<file path="src/rtl/vcpu_pkg.sv">
`default_nettype none
package vcpu_pkg;

    localparam int REG_COUNT = 16;
    localparam int RIDX_W    = 4;

    localparam logic [3:0] OP_LOAD   = 4'h1;
    localparam logic [3:0] OP_LOADI  = 4'h2;
    localparam logic [3:0] OP_STORE  = 4'h3;
    localparam logic [3:0] OP_MOVE   = 4'h4;
    localparam logic [3:0] OP_ADD    = 4'h5;
    localparam logic [3:0] OP_ADD_I  = 4'h6;
    localparam logic [3:0] OP_JUMP   = 4'hB;
    localparam logic [3:0] OP_HALT   = 4'hC;

    localparam logic [7:0] SCREEN_ADDR = 8'h00;
    localparam logic [RIDX_W-1:0] REG_ZERO = '0;

    typedef enum logic [1:0] {
        REQ_WRITE = 2'd0,
        REQ_READ  = 2'd1,
        REQ_EXEC  = 2'd2,
        REQ_NONE  = 2'd3
    } t_req;

    typedef enum logic [1:0] {
        ST_DONE    = 2'd0,
        ST_SCREEN  = 2'd1,
        ST_HALT    = 2'd2,
        ST_INVALID = 2'd3
    } t_status;

    typedef enum logic [4:0] {
        U_IDLE, U_WR, U_RD, U_RDL, U_F1, U_F2, U_F3,
        U_LD_A, U_LD_B, U_LDI, U_ST_A, U_ST_B, U_MOV_A, U_MOV_B,
        U_ADD_A, U_ADD_B, U_JMP_A, U_JMP_B, U_HLT, U_INV, U_OUT
    } t_upc;

    typedef enum logic [1:0] {MEM_NONE, MEM_RD, MEM_WR} t_mem_op;
    typedef enum logic [1:0] {MA_REQ, MA_PC, MA_LO} t_maddr;
    typedef enum logic {MW_REQ, MW_REGA} t_mwdat;
    typedef enum logic [1:0] {LAT_NONE, LAT_HI, LAT_LO, LAT_RD} t_lat;
    typedef enum logic [1:0] {RS_R, RS_X, RS_Y, RS_ZERO} t_rsel;
    typedef enum logic [1:0] {WD_MEM, WD_LO, WD_REGA, WD_SUM} t_wsel;
    typedef enum logic [1:0] {SQ_GO, SQ_REQ, SQ_OP, SQ_OUT} t_seq;

    typedef struct packed {
        t_mem_op mem;
        t_maddr  maddr;
        t_mwdat  mwdat;
        logic    st_chk;
        logic    pc_inc;
        logic    pc_jeq;
        t_lat    lat;
        t_rsel   rsel_a;
        t_rsel   rsel_b;
        logic    rf_wr;
        t_rsel   rsel_w;
        t_wsel   wsel;
        logic    stat_set;
        t_status stat;
        logic    out_ld;
        t_seq    seq;
        t_upc    next;
    } t_uword;

    localparam t_uword UW_NOP = '{
        mem: MEM_NONE, maddr: MA_REQ, mwdat: MW_REQ, st_chk: 1'b0,
        pc_inc: 1'b0, pc_jeq: 1'b0, lat: LAT_NONE, rsel_a: RS_R,
        rsel_b: RS_Y, rf_wr: 1'b0, rsel_w: RS_R, wsel: WD_MEM,
        stat_set: 1'b0, stat: ST_DONE, out_ld: 1'b0, seq: SQ_GO,
        next: U_IDLE
    };

    function automatic t_uword f_ucode(input t_upc u);
        t_uword w;
        w = UW_NOP;
        w.next = U_OUT;
        case (u)
            U_IDLE: begin
                w.seq = SQ_REQ;
            end
            U_WR: begin
                w.mem = MEM_WR;
            end
            U_RD: begin
                w.mem  = MEM_RD;
                w.next = U_RDL;
            end
            U_RDL: begin
                w.lat = LAT_RD;
            end
            U_F1: begin
                w.mem    = MEM_RD;
                w.maddr  = MA_PC;
                w.pc_inc = 1'b1;
                w.next   = U_F2;
            end
            U_F2: begin
                w.mem    = MEM_RD;
                w.maddr  = MA_PC;
                w.pc_inc = 1'b1;
                w.lat    = LAT_HI;
                w.next   = U_F3;
            end
            U_F3: begin
                w.lat = LAT_LO;
                w.seq = SQ_OP;
            end
            U_LD_A: begin
                w.mem   = MEM_RD;
                w.maddr = MA_LO;
                w.next  = U_LD_B;
            end
            U_LD_B: begin
                w.rf_wr = 1'b1;
                w.wsel  = WD_MEM;
            end
            U_LDI: begin
                w.rf_wr = 1'b1;
                w.wsel  = WD_LO;
            end
            U_ST_A: begin
                w.rsel_a = RS_R;
                w.next   = U_ST_B;
            end
            U_ST_B: begin
                w.mem    = MEM_WR;
                w.maddr  = MA_LO;
                w.mwdat  = MW_REGA;
                w.st_chk = 1'b1;
            end
            U_MOV_A: begin
                w.rsel_a = RS_X;
                w.next   = U_MOV_B;
            end
            U_MOV_B: begin
                w.rf_wr  = 1'b1;
                w.rsel_w = RS_Y;
                w.wsel   = WD_REGA;
            end
            U_ADD_A: begin
                w.rsel_a = RS_X;
                w.rsel_b = RS_Y;
                w.next   = U_ADD_B;
            end
            U_ADD_B: begin
                w.rf_wr = 1'b1;
                w.wsel  = WD_SUM;
            end
            U_JMP_A: begin
                w.rsel_a = RS_R;
                w.rsel_b = RS_ZERO;
                w.next   = U_JMP_B;
            end
            U_JMP_B: begin
                w.pc_jeq = 1'b1;
            end
            U_HLT: begin
                w.stat_set = 1'b1;
                w.stat     = ST_HALT;
            end
            U_INV: begin
                w.stat_set = 1'b1;
                w.stat     = ST_INVALID;
            end
            U_OUT: begin
                w.out_ld = 1'b1;
                w.seq    = SQ_OUT;
                w.next   = U_IDLE;
            end
            default: begin
                w.next = U_IDLE;
            end
        endcase
        return w;
    endfunction

    function automatic t_upc f_req_target(input t_req r);
        t_upc t;
        case (r)
            REQ_WRITE: t = U_WR;
            REQ_READ:  t = U_RD;
            REQ_EXEC:  t = U_F1;
            default:   t = U_OUT;
        endcase
        return t;
    endfunction

    function automatic t_upc f_op_target(input logic [3:0] op);
        t_upc t;
        case (op)
            OP_LOAD:  t = U_LD_A;
            OP_LOADI: t = U_LDI;
            OP_STORE: t = U_ST_A;
            OP_MOVE:  t = U_MOV_A;
            OP_ADD:   t = U_ADD_A;
            OP_ADD_I: t = U_ADD_A;
            OP_JUMP:  t = U_JMP_A;
            OP_HALT:  t = U_HLT;
            default:  t = U_INV;
        endcase
        return t;
    endfunction

endpackage
`default_nettype wire

</file>
<file path="src/rtl/vcpu_mem.sv">
`default_nettype none
module vcpu_mem
    import vcpu_pkg::*;
#(
    parameter int MEM_DEPTH = 256
) (
    input  wire        i_clk,
    input  wire        i_rst_n,
    input  wire  [7:0] i_addr,
    input  wire        i_we,
    input  wire        i_re,
    input  wire  [7:0] i_wdata,
    output logic [7:0] o_q
);

    localparam int AW = (MEM_DEPTH > 1) ? $clog2(MEM_DEPTH) : 1;

    logic [AW-1:0]        idx;
    logic [7:0]           r_mem [MEM_DEPTH];
    logic [MEM_DEPTH-1:0] r_vld;
    logic [7:0]           r_q;
    logic                 r_qv;

    // byte address folded onto the array depth
    always_comb begin
        idx = '0;
        for (int i = 0; i < 256; i++) begin
            if (i_addr == 8'(i)) begin
                idx = AW'(i % MEM_DEPTH);
            end
        end
    end

    always_ff @(posedge i_clk) begin
        if (i_we) begin
            r_mem[idx] <= i_wdata;
        end
        if (i_re) begin
            r_q <= r_mem[idx];
        end
    end

    always_ff @(posedge i_clk) begin
        if (!i_rst_n) begin
            r_vld <= '0;
            r_qv  <= 1'b0;
        end else begin
            if (i_we) begin
                r_vld[idx] <= 1'b1;
            end
            if (i_re) begin
                r_qv <= r_vld[idx];
            end
        end
    end

    assign o_q = r_qv ? r_q : 8'h00;

endmodule
`default_nettype wire

</file>
<file path="src/rtl/vcpu_regfile.sv">
`default_nettype none
module vcpu_regfile
    import vcpu_pkg::*;
(
    input  wire               i_clk,
    input  wire               i_rst_n,
    input  wire  [RIDX_W-1:0] i_ra,
    input  wire  [RIDX_W-1:0] i_rb,
    input  wire               i_we,
    input  wire  [RIDX_W-1:0] i_wa,
    input  wire  [7:0]        i_wd,
    output logic [7:0]        o_qa,
    output logic [7:0]        o_qb
);

    logic [7:0]           r_rf [REG_COUNT];
    logic [REG_COUNT-1:0] r_vld;
    logic [7:0]           r_qa;
    logic [7:0]           r_qb;
    logic                 r_qva;
    logic                 r_qvb;

    always_ff @(posedge i_clk) begin
        if (i_we) begin
            r_rf[i_wa] <= i_wd;
        end
        r_qa <= r_rf[i_ra];
        r_qb <= r_rf[i_rb];
    end

    always_ff @(posedge i_clk) begin
        if (!i_rst_n) begin
            r_vld <= '0;
            r_qva <= 1'b0;
            r_qvb <= 1'b0;
        end else begin
            if (i_we) begin
                r_vld[i_wa] <= 1'b1;
            end
            r_qva <= r_vld[i_ra];
            r_qvb <= r_vld[i_rb];
        end
    end

    assign o_qa = r_qva ? r_qa : 8'h00;
    assign o_qb = r_qvb ? r_qb : 8'h00;

endmodule
`default_nettype wire

</file>
<file path="src/rtl/vcpu_seq.sv">
`default_nettype none
module vcpu_seq
    import vcpu_pkg::*;
(
    input  wire         i_clk,
    input  wire         i_rst_n,
    input  wire         i_fire,
    input  t_req        i_req,
    input  wire  [3:0]  i_op,
    input  wire         i_slot_free,
    output t_uword      o_cw
);

    t_upc   r_upc;
    t_upc   n_upc;
    t_uword cw;

    always_comb begin
        cw = f_ucode(r_upc);
    end

    always_comb begin
        n_upc = r_upc;
        case (cw.seq)
            SQ_GO:   n_upc = cw.next;
            SQ_REQ:  n_upc = i_fire ? f_req_target(i_req) : r_upc;
            SQ_OP:   n_upc = f_op_target(i_op);
            SQ_OUT:  n_upc = i_slot_free ? cw.next : r_upc;
            default: n_upc = U_IDLE;
        endcase
    end

    always_ff @(posedge i_clk) begin
        if (!i_rst_n) begin
            r_upc <= U_IDLE;
        end else begin
            r_upc <= n_upc;
        end
    end

    always_comb begin
        o_cw = cw;
    end

endmodule
`default_nettype wire

</file>
<file path="src/rtl/vole_cpu_instruction_step_top.sv">
`default_nettype none
// Requests are taken only while the sequencer is idle; a further request is taken
// only once the last result is loaded into the output register, which waits while
// that register still holds an untransferred result. The microprogram walks the
// single-port memory: an execute does two fetch reads, then at most one data access.
// Reset: pc, opcode byte and sequencer cleared; memory and register valid
// bits cleared at once, so both read as zero; no clearing pass.
module vole_cpu_instruction_step_top
    import vcpu_pkg::*;
#(
    parameter int MEM_DEPTH = 256
) (
    input  wire         i_clk,
    input  wire         i_rst_n,
    input  wire         i_s_tvalid,
    output logic        o_s_tready,
    input  wire  [15:0] i_s_tdata,   // mem_addr[7:0], mem_data[15:8]
    input  wire  [1:0]  i_s_tuser,   // req_type[1:0]
    output logic        o_m_tvalid,
    input  wire         i_m_tready,
    output logic [39:0] o_m_tdata,   // screen_value[7:0], read_data[15:8],
                                     // program_counter[23:16], instruction_word[39:24]
    output logic [1:0]  o_m_tuser    // status[1:0]
);

    t_uword      cw;
    logic        fire;
    logic        slot_free;
    logic        out_ld;
    logic        to_screen;
    logic        mem_we;
    logic [7:0]  mem_addr;
    logic [7:0]  mem_wdata;
    logic [7:0]  mem_q;
    logic [7:0]  qa;
    logic [7:0]  qb;
    logic [7:0]  rf_wd;
    logic [7:0]  sum;

    logic [7:0]  r_addr;
    logic [7:0]  r_data;
    logic [7:0]  r_pc;
    logic [7:0]  r_hi;
    logic [7:0]  r_lo;
    t_status     r_status;
    logic [7:0]  r_screen;
    logic [7:0]  r_rdata;
    logic        r_out_valid;
    logic [39:0] r_m_data;
    logic [1:0]  r_m_user;

    function automatic logic [RIDX_W-1:0] f_rsel(input t_rsel s, input logic [7:0] hi,
                                                 input logic [7:0] lo);
        logic [RIDX_W-1:0] r;
        case (s)
            RS_R:    r = hi[RIDX_W-1:0];
            RS_X:    r = lo[7:4];
            RS_Y:    r = lo[RIDX_W-1:0];
            default: r = REG_ZERO;
        endcase
        return r;
    endfunction

    assign fire      = i_s_tvalid && o_s_tready;
    assign o_s_tready = (cw.seq == SQ_REQ);
    assign slot_free = !r_out_valid || i_m_tready;
    assign out_ld    = cw.out_ld && slot_free;
    assign to_screen = cw.st_chk && (r_lo == SCREEN_ADDR);
    assign mem_we    = (cw.mem == MEM_WR) && !to_screen;
    assign sum       = qa + qb;

    always_comb begin
        case (cw.maddr)
            MA_REQ:  mem_addr = r_addr;
            MA_PC:   mem_addr = r_pc;
            default: mem_addr = r_lo;
        endcase
        case (cw.mwdat)
            MW_REGA: mem_wdata = qa;
            default: mem_wdata = r_data;
        endcase
        case (cw.wsel)
            WD_MEM:  rf_wd = mem_q;
            WD_LO:   rf_wd = r_lo;
            WD_REGA: rf_wd = qa;
            default: rf_wd = sum;
        endcase
    end

    vcpu_seq u_seq (
        .i_clk       (i_clk),
        .i_rst_n     (i_rst_n),
        .i_fire      (fire),
        .i_req       (t_req'(i_s_tuser)),
        .i_op        (r_hi[7:4]),
        .i_slot_free (slot_free),
        .o_cw        (cw)
    );

    vcpu_mem #(
        .MEM_DEPTH (MEM_DEPTH)
    ) u_mem (
        .i_clk   (i_clk),
        .i_rst_n (i_rst_n),
        .i_addr  (mem_addr),
        .i_we    (mem_we),
        .i_re    (cw.mem == MEM_RD),
        .i_wdata (mem_wdata),
        .o_q     (mem_q)
    );

    vcpu_regfile u_rf (
        .i_clk   (i_clk),
        .i_rst_n (i_rst_n),
        .i_ra    (f_rsel(cw.rsel_a, r_hi, r_lo)),
        .i_rb    (f_rsel(cw.rsel_b, r_hi, r_lo)),
        .i_we    (cw.rf_wr),
        .i_wa    (f_rsel(cw.rsel_w, r_hi, r_lo)),
        .i_wd    (rf_wd),
        .o_qa    (qa),
        .o_qb    (qb)
    );

    always_ff @(posedge i_clk) begin
        if (fire) begin
            r_addr   <= i_s_tdata[7:0];
            r_data   <= i_s_tdata[15:8];
            r_status <= ST_DONE;
            r_screen <= 8'h00;
            r_rdata  <= 8'h00;
            r_lo     <= 8'h00;
        end else begin
            if (cw.lat == LAT_LO) begin
                r_lo <= mem_q;
            end
            if (cw.lat == LAT_RD) begin
                r_rdata <= mem_q;
            end
            if (to_screen) begin
                r_status <= ST_SCREEN;
                r_screen <= qa;
            end
            if (cw.stat_set) begin
                r_status <= cw.stat;
            end
        end
        if (out_ld) begin
            r_m_data <= {r_hi, r_lo, r_pc, r_rdata, r_screen};
            r_m_user <= r_status;
        end
    end

    always_ff @(posedge i_clk) begin
        if (!i_rst_n) begin
            r_pc        <= 8'h00;
            r_hi        <= 8'h00;
            r_out_valid <= 1'b0;
        end else begin
            if (fire) begin
                r_hi <= 8'h00;
            end else if (cw.lat == LAT_HI) begin
                r_hi <= mem_q;
            end
            if (cw.pc_inc) begin
                r_pc <= r_pc + 8'd1;
            end else if (cw.pc_jeq && (qa == qb)) begin
                r_pc <= r_lo;
            end
            if (out_ld) begin
                r_out_valid <= 1'b1;
            end else if (i_m_tready) begin
                r_out_valid <= 1'b0;
            end
        end
    end

    assign o_m_tvalid = r_out_valid;
    assign o_m_tdata  = r_m_data;
    assign o_m_tuser  = r_m_user;

    a_busy_after_accept: assert property (@(posedge i_clk) disable iff (!i_rst_n)
        fire |=> !o_s_tready)
        else $error("request taken while sequencer busy");

    a_no_screen_write: assert property (@(posedge i_clk) disable iff (!i_rst_n)
        (cw.st_chk && mem_we) |-> (r_lo != SCREEN_ADDR))
        else $error("store to screen address reached memory");

    a_screen_status: assert property (@(posedge i_clk) disable iff (!i_rst_n)
        (out_ld && (r_status == ST_SCREEN)) |-> (r_lo == SCREEN_ADDR && r_hi[7:4] == OP_STORE))
        else $error("screen status without store to screen address");

    a_no_overwrite: assert property (@(posedge i_clk) disable iff (!i_rst_n)
        (r_out_valid && !i_m_tready) |-> !out_ld)
        else $error("result register overwritten before transfer");

endmodule
`default_nettype wire

</file>
<file path="config.mk">
export PLATFORM = sky130hd
export DESIGN_NAME = vole_cpu_instruction_step_top
export DESIGN_NICKNAME = d
export VERILOG_FILES = /design/src/rtl/vcpu_pkg.sv /design/src/rtl/vcpu_mem.sv /design/src/rtl/vcpu_regfile.sv /design/src/rtl/vcpu_seq.sv /design/src/rtl/vole_cpu_instruction_step_top.sv
export SDC_FILE = /design/constraint.sdc
export NUM_CORES = 2
export LEC_CHECK = 0
export ABC_AREA = 1
export BUFFER_PORTS_ARGS = -buffer_cell sky130_fd_sc_hd__buf_2
export CAP_MARGIN = 10
export CORE_MARGIN = 4
export CORE_UTILIZATION = 55
export CTS_CLUSTER_SIZE = 12
export DETAILED_ROUTE_END_ITERATION = 8
export HOLD_SLACK_MARGIN = 0.08
export PLACE_DENSITY = 0.73
export SYNTH_ARGS = -nofsm -noshare
export SYNTH_HDL_FRONTEND = slang
export SYNTH_SLANG_ARGS = --single-unit
</file>
<file path="constraint.sdc">
create_clock -name i_clk -period 18.35 [get_ports i_clk]
set_clock_uncertainty 0.05 [all_clocks]
set_input_delay 2.7525 -clock i_clk [delete_from_list [all_inputs] [get_ports i_clk]]
set_output_delay 2.7525 -clock i_clk [all_outputs]
set_load 0.01 [all_outputs]
</file>
==> flow_metrics.py <==
metrics = {
    "cts": {
        "clockBufferDepth": 4,
        "cts_setup_buffers": 0,
        "clock-sinks": 2586,
        "cts_resized": 0,
        "cts_buffers": 280,
        "path_clk_slew_ps": 70,
        "cts_root_buf": "clkbuf_16",
        "insertion_delay_ps": 940,
        "cts_hold_buffers": 0,
        "cts_tree": "yes",
        "htreeDepth": 5,
    },
    "flow_run": {
        "cap_viol_max_count": 0,
    },
    "die": {
        "core-area_um2": 185400,
        "die_area_um2": 193600,
        "num_rows": 158,
        "initial_utilization_pct": 55.35,
        "num_io_pins": 66,
        "dieWidth_um": 440.0,
        "die_h_um": 440.0,
    },
    "timing": {
        "final_hold_viol_count": 0,
        "slew_viol_final": 0,
        "rsz0062_at_grt": "false",
        "min_period_ps": 6556,
        "fin_ws_ps": 11790,
        "fmax_mhz": 152.5,
        "fin_tns_setup_ps": 0,
        "finalSetupViolCount": 0,
        "period_share_pct": 35.73,
        "tightest_slew_ps": 1419,
        "max_slew_margin_pct": 4.376,
    },
    "route": {
        "routedWlPerCell_um": 24.96,
        "first_iter_violations": 11590,
        "via_per_inst": 6.094,
        "antenna_left": 0,
        "first_pass_iters": 8,
        "drc": 0,
        "vias": 72870,
        "wirelength_um": 298500,
    },
    "logic_synthesis": {
        "synth_area_leader_cell": "edfxtp_1",
        "synth-seq-area-share_pct": 72.30,
        "synthCells": 9300,
        "synth_seq_cells": 2586,
        "synth_edf_count": 2242,
        "ys_async_sr_fraction_pct": 0,
        "syn_nets": 9334,
        "netlist_area_um2": 102600,
        "synth_cell_types": 52,
        "synth_top_area_share_pct": 65.59,
        "syn_area_per_cell_um2": 11.04,
        "synthFlopType": "edfxtp_1",
        "yosys_warnings": 0,
        "synth_area_leaders": "edfxtp_1, nand2_1, dfxtp_1, nor2_1, o21ai_0",
    },
    "final_layout": {
        "nNetsFinal": 9311,
        "seq_area_um2": 74210,
        "layout_commonest_cell": "nand2_1",
        "multi_input_area_um2": 25890,
        "drive_gt1_share_pct": 6.187,
        "nFillCells": 14200,
        "area_delta_synth_final_pct": 10.48,
        "mostFrequentLayoutCells": "nand2_1, edfxtp_1, nor2_1",
    },
    "setup_path": {
        "r2r_cells": 14,
        "slowest_delay_ps": 810,
        "path_class": "flip-flop to flip-flop",
        "ff2ff_setup_slack_ps": 11790,
        "crit_slowest_cell": "nor2_1",
        "crit_fanout": 127,
        "crit_arrival_ps": 7030,
        "critPathCaptureType": "flip-flop",
        "worstPathRequired_ps": 18820,
        "critPathLaunchType": "flip-flop",
        "worstReg2RegEnd": "u_mem.r_mem[7][4]$_DFFE_PP_",
        "cpMostUsedCell": "nor2_1",
        "crit_chain": "nand2_1 -> nor2_1 -> nand2_2 -> nand2_4 -> nor2_8 -> nand2_4 -> nand2_8 -> nor2_4 -> buf_12 -> buf_4 -> inv_2 -> nor2_1 -> inv_2 -> nor2_1",
        "rr_startpoint": "u_seq.r_upc[1]$_SDFFE_PN0P_",
    },
    "grt": {
        "grt_usage_pct": 30.35,
        "grt_pass1_vias": 68520,
        "grt-ovfl-total": 0,
        "grt_first_pass_wirelength_um": 439500,
        "grt_max_degree": 209,
        "antenna_found_initial": 14,
    },
    "placement": {
        "routabilityCongestion": 0.9183,
        "io_buffers": 65,
        "dp_hpwl_um": 168700,
        "dp_slack_ps": 11990,
    },
    "pwr": {
        "p_per_area_nw_per_um2": 157.1,
        "peakVddDrop_mv": 0.1484,
        "power.leakage_nw": 40.80,
    },
    "worst_hold_path": {
        "hp-start": "r_screen[4]$_SDFFE_PP0P_",
        "hold_class": "flip-flop to flip-flop",
        "min_path_cells": 0,
        "worst_hold_path.endpoint": "o_m_tdata[4]$_DFFE_PP_",
    },
    "run_status": {
        "status": "finished, final reports clean",
    },
}
-- per-stage QoR --
| stage | std cells | instance area, µm² | utilization [%] | power [mW] | hold WS [ps] |
|---|---|---|---|---|---|
| 2_1_floorplan | 9300 | 102600 | - | 10.54 | 350.7 |
| 3_3_place_gp | 11470 | 105200 | 56.71 | 12.49 | 364.1 |
| 3_5_place_dp | 11470 | 105200 | 56.72 | 12.56 | 363.2 |
| 4_1_cts | 11950 | 113400 | 61.13 | 17.65 | 376.7 |
| 5_1_grt | 11950 | 113400 | 61.15 | 18.40 | 391.2 |
| 6_report | 11960 | 113400 | 61.16 | 17.82 | 377.9 |
-- layer usage --
layer	vias up	track usage, %	share of wire, %
li1	31750	-	-
met1	34940	41.38	37
met2	5239	46.05	45
met3	926	7.680	13
met4	10	14.30	5.1
met5	-	0	0.019
-- kinds of logic after synthesis --
group                      count (synthesis)  synth area share, %
muxes                                      5              0.04876
DFF                                     2586                72.30
and+or+nand+nor                         5109                19.68
xor gates and xnor gates                   9              0.07680
buffers and inverters                    671                2.676
AOI/OAI and AO/OA                        908                5.062
adders and majority gates                 12               0.1536
-- cell usage after synthesis (3+ instances only) --
| cell type | instances |
|---|---|
| a211oi_1 | 11 |
| a21oi_1 | 218 |
| a21oi_2 | 3 |
| a22oi_1 | 98 |
| a31oi_1 | 7 |
| buf_1 | 61 |
| buf_2 | 167 |
| clkbuf_1 | 243 |
| dfxtp_1 | 344 |
| edfxtp_1 | 2242 |
| ha_1 | 11 |
| inv_1 | 158 |
| inv_2 | 38 |
| mux2i_1 | 5 |
| nand2_1 | 3550 |
| nand2_2 | 6 |
| nand3_1 | 108 |
| nand4_1 | 292 |
| nor2_1 | 1105 |
| nor2_2 | 8 |
| nor3_1 | 15 |
| nor4_1 | 3 |
| o2111ai_1 | 5 |
| o211ai_1 | 23 |
| o21a_1 | 10 |
| o21ai_0 | 380 |
| o21ai_1 | 75 |
| o221ai_1 | 28 |
| o22ai_1 | 19 |
| o311ai_0 | 17 |
| o31ai_1 | 7 |
| or2_2 | 10 |
| xor2_1 | 7 |
-- cell type report --
| class | count | area share, % |
|---|---|---|
| repair buffers | 169 | 1.097 |
| clock buffers | 444 | 7.020 |
| well taps | 2480 | 2.736 |
| flip-flops and latches | 2586 | 65.44 |
| diodes | 7 | 0.01545 |
| inverters | 197 | 0.6675 |
| multi-input cells | 6043 | 22.83 |
| clock inverters | 32 | 0.1953 |
-- worst max-delay path, delay by kind of cell (launching register included) --
kind | cells | cell delay (ps)
simple gates | 10 | 3530
buf+inv | 4 | 1880
flops | 1 | 410
-- sequential cells by signal, summed over array words and instances (netlist names), 2 cells and up, named ones only --
| signal | count |
|---|---|
| u_mem.r_mem | 2048 |
| u_mem.r_vld | 256 |
| u_rf.r_rf | 128 |
| o_m_tdata | 40 |
| u_rf.r_vld | 16 |
| r_addr | 8 |
| r_data | 8 |
| r_hi | 8 |
| r_lo | 8 |
| r_pc | 8 |
| r_rdata | 8 |
| r_screen | 8 |
| u_mem.r_q | 8 |
| u_rf.r_qa | 8 |
| u_rf.r_qb | 8 |
| u_seq.r_upc | 5 |
| o_m_tuser | 2 |
| r_status | 2 |
-- how the worst max path moves through the flow --
stage                                            from                       endpoint  slack, ps
after floorplan           u_seq.r_upc[1]$_SDFFE_PN0P_    u_mem.r_mem[0][0]$_DFFE_PP_       5230
after global placement    u_seq.r_upc[1]$_SDFFE_PN0P_   u_mem.r_mem[27][5]$_DFFE_PP_      12150
after detailed placement  u_seq.r_upc[1]$_SDFFE_PN0P_  u_mem.r_mem[171][1]$_DFFE_PP_      11990
after CTS                 u_seq.r_upc[1]$_SDFFE_PN0P_   u_mem.r_mem[27][7]$_DFFE_PP_      11980
after global routing      u_seq.r_upc[1]$_SDFFE_PN0P_  u_mem.r_mem[123][1]$_DFFE_PP_      11610
final                     u_seq.r_upc[1]$_SDFFE_PN0P_    u_mem.r_mem[7][4]$_DFFE_PP_      11790
-- power breakdown --
group          total (mW)  internal, mW  leakage (nW)  switching [mW]
registers            6.94          6.86          23.0          0.0795
logic                5.70          1.19          13.9            4.51
clock network        5.17          2.99          3.95            2.18
total                17.8          11.0          40.8            6.77
(Power assumes the default switching activity.)
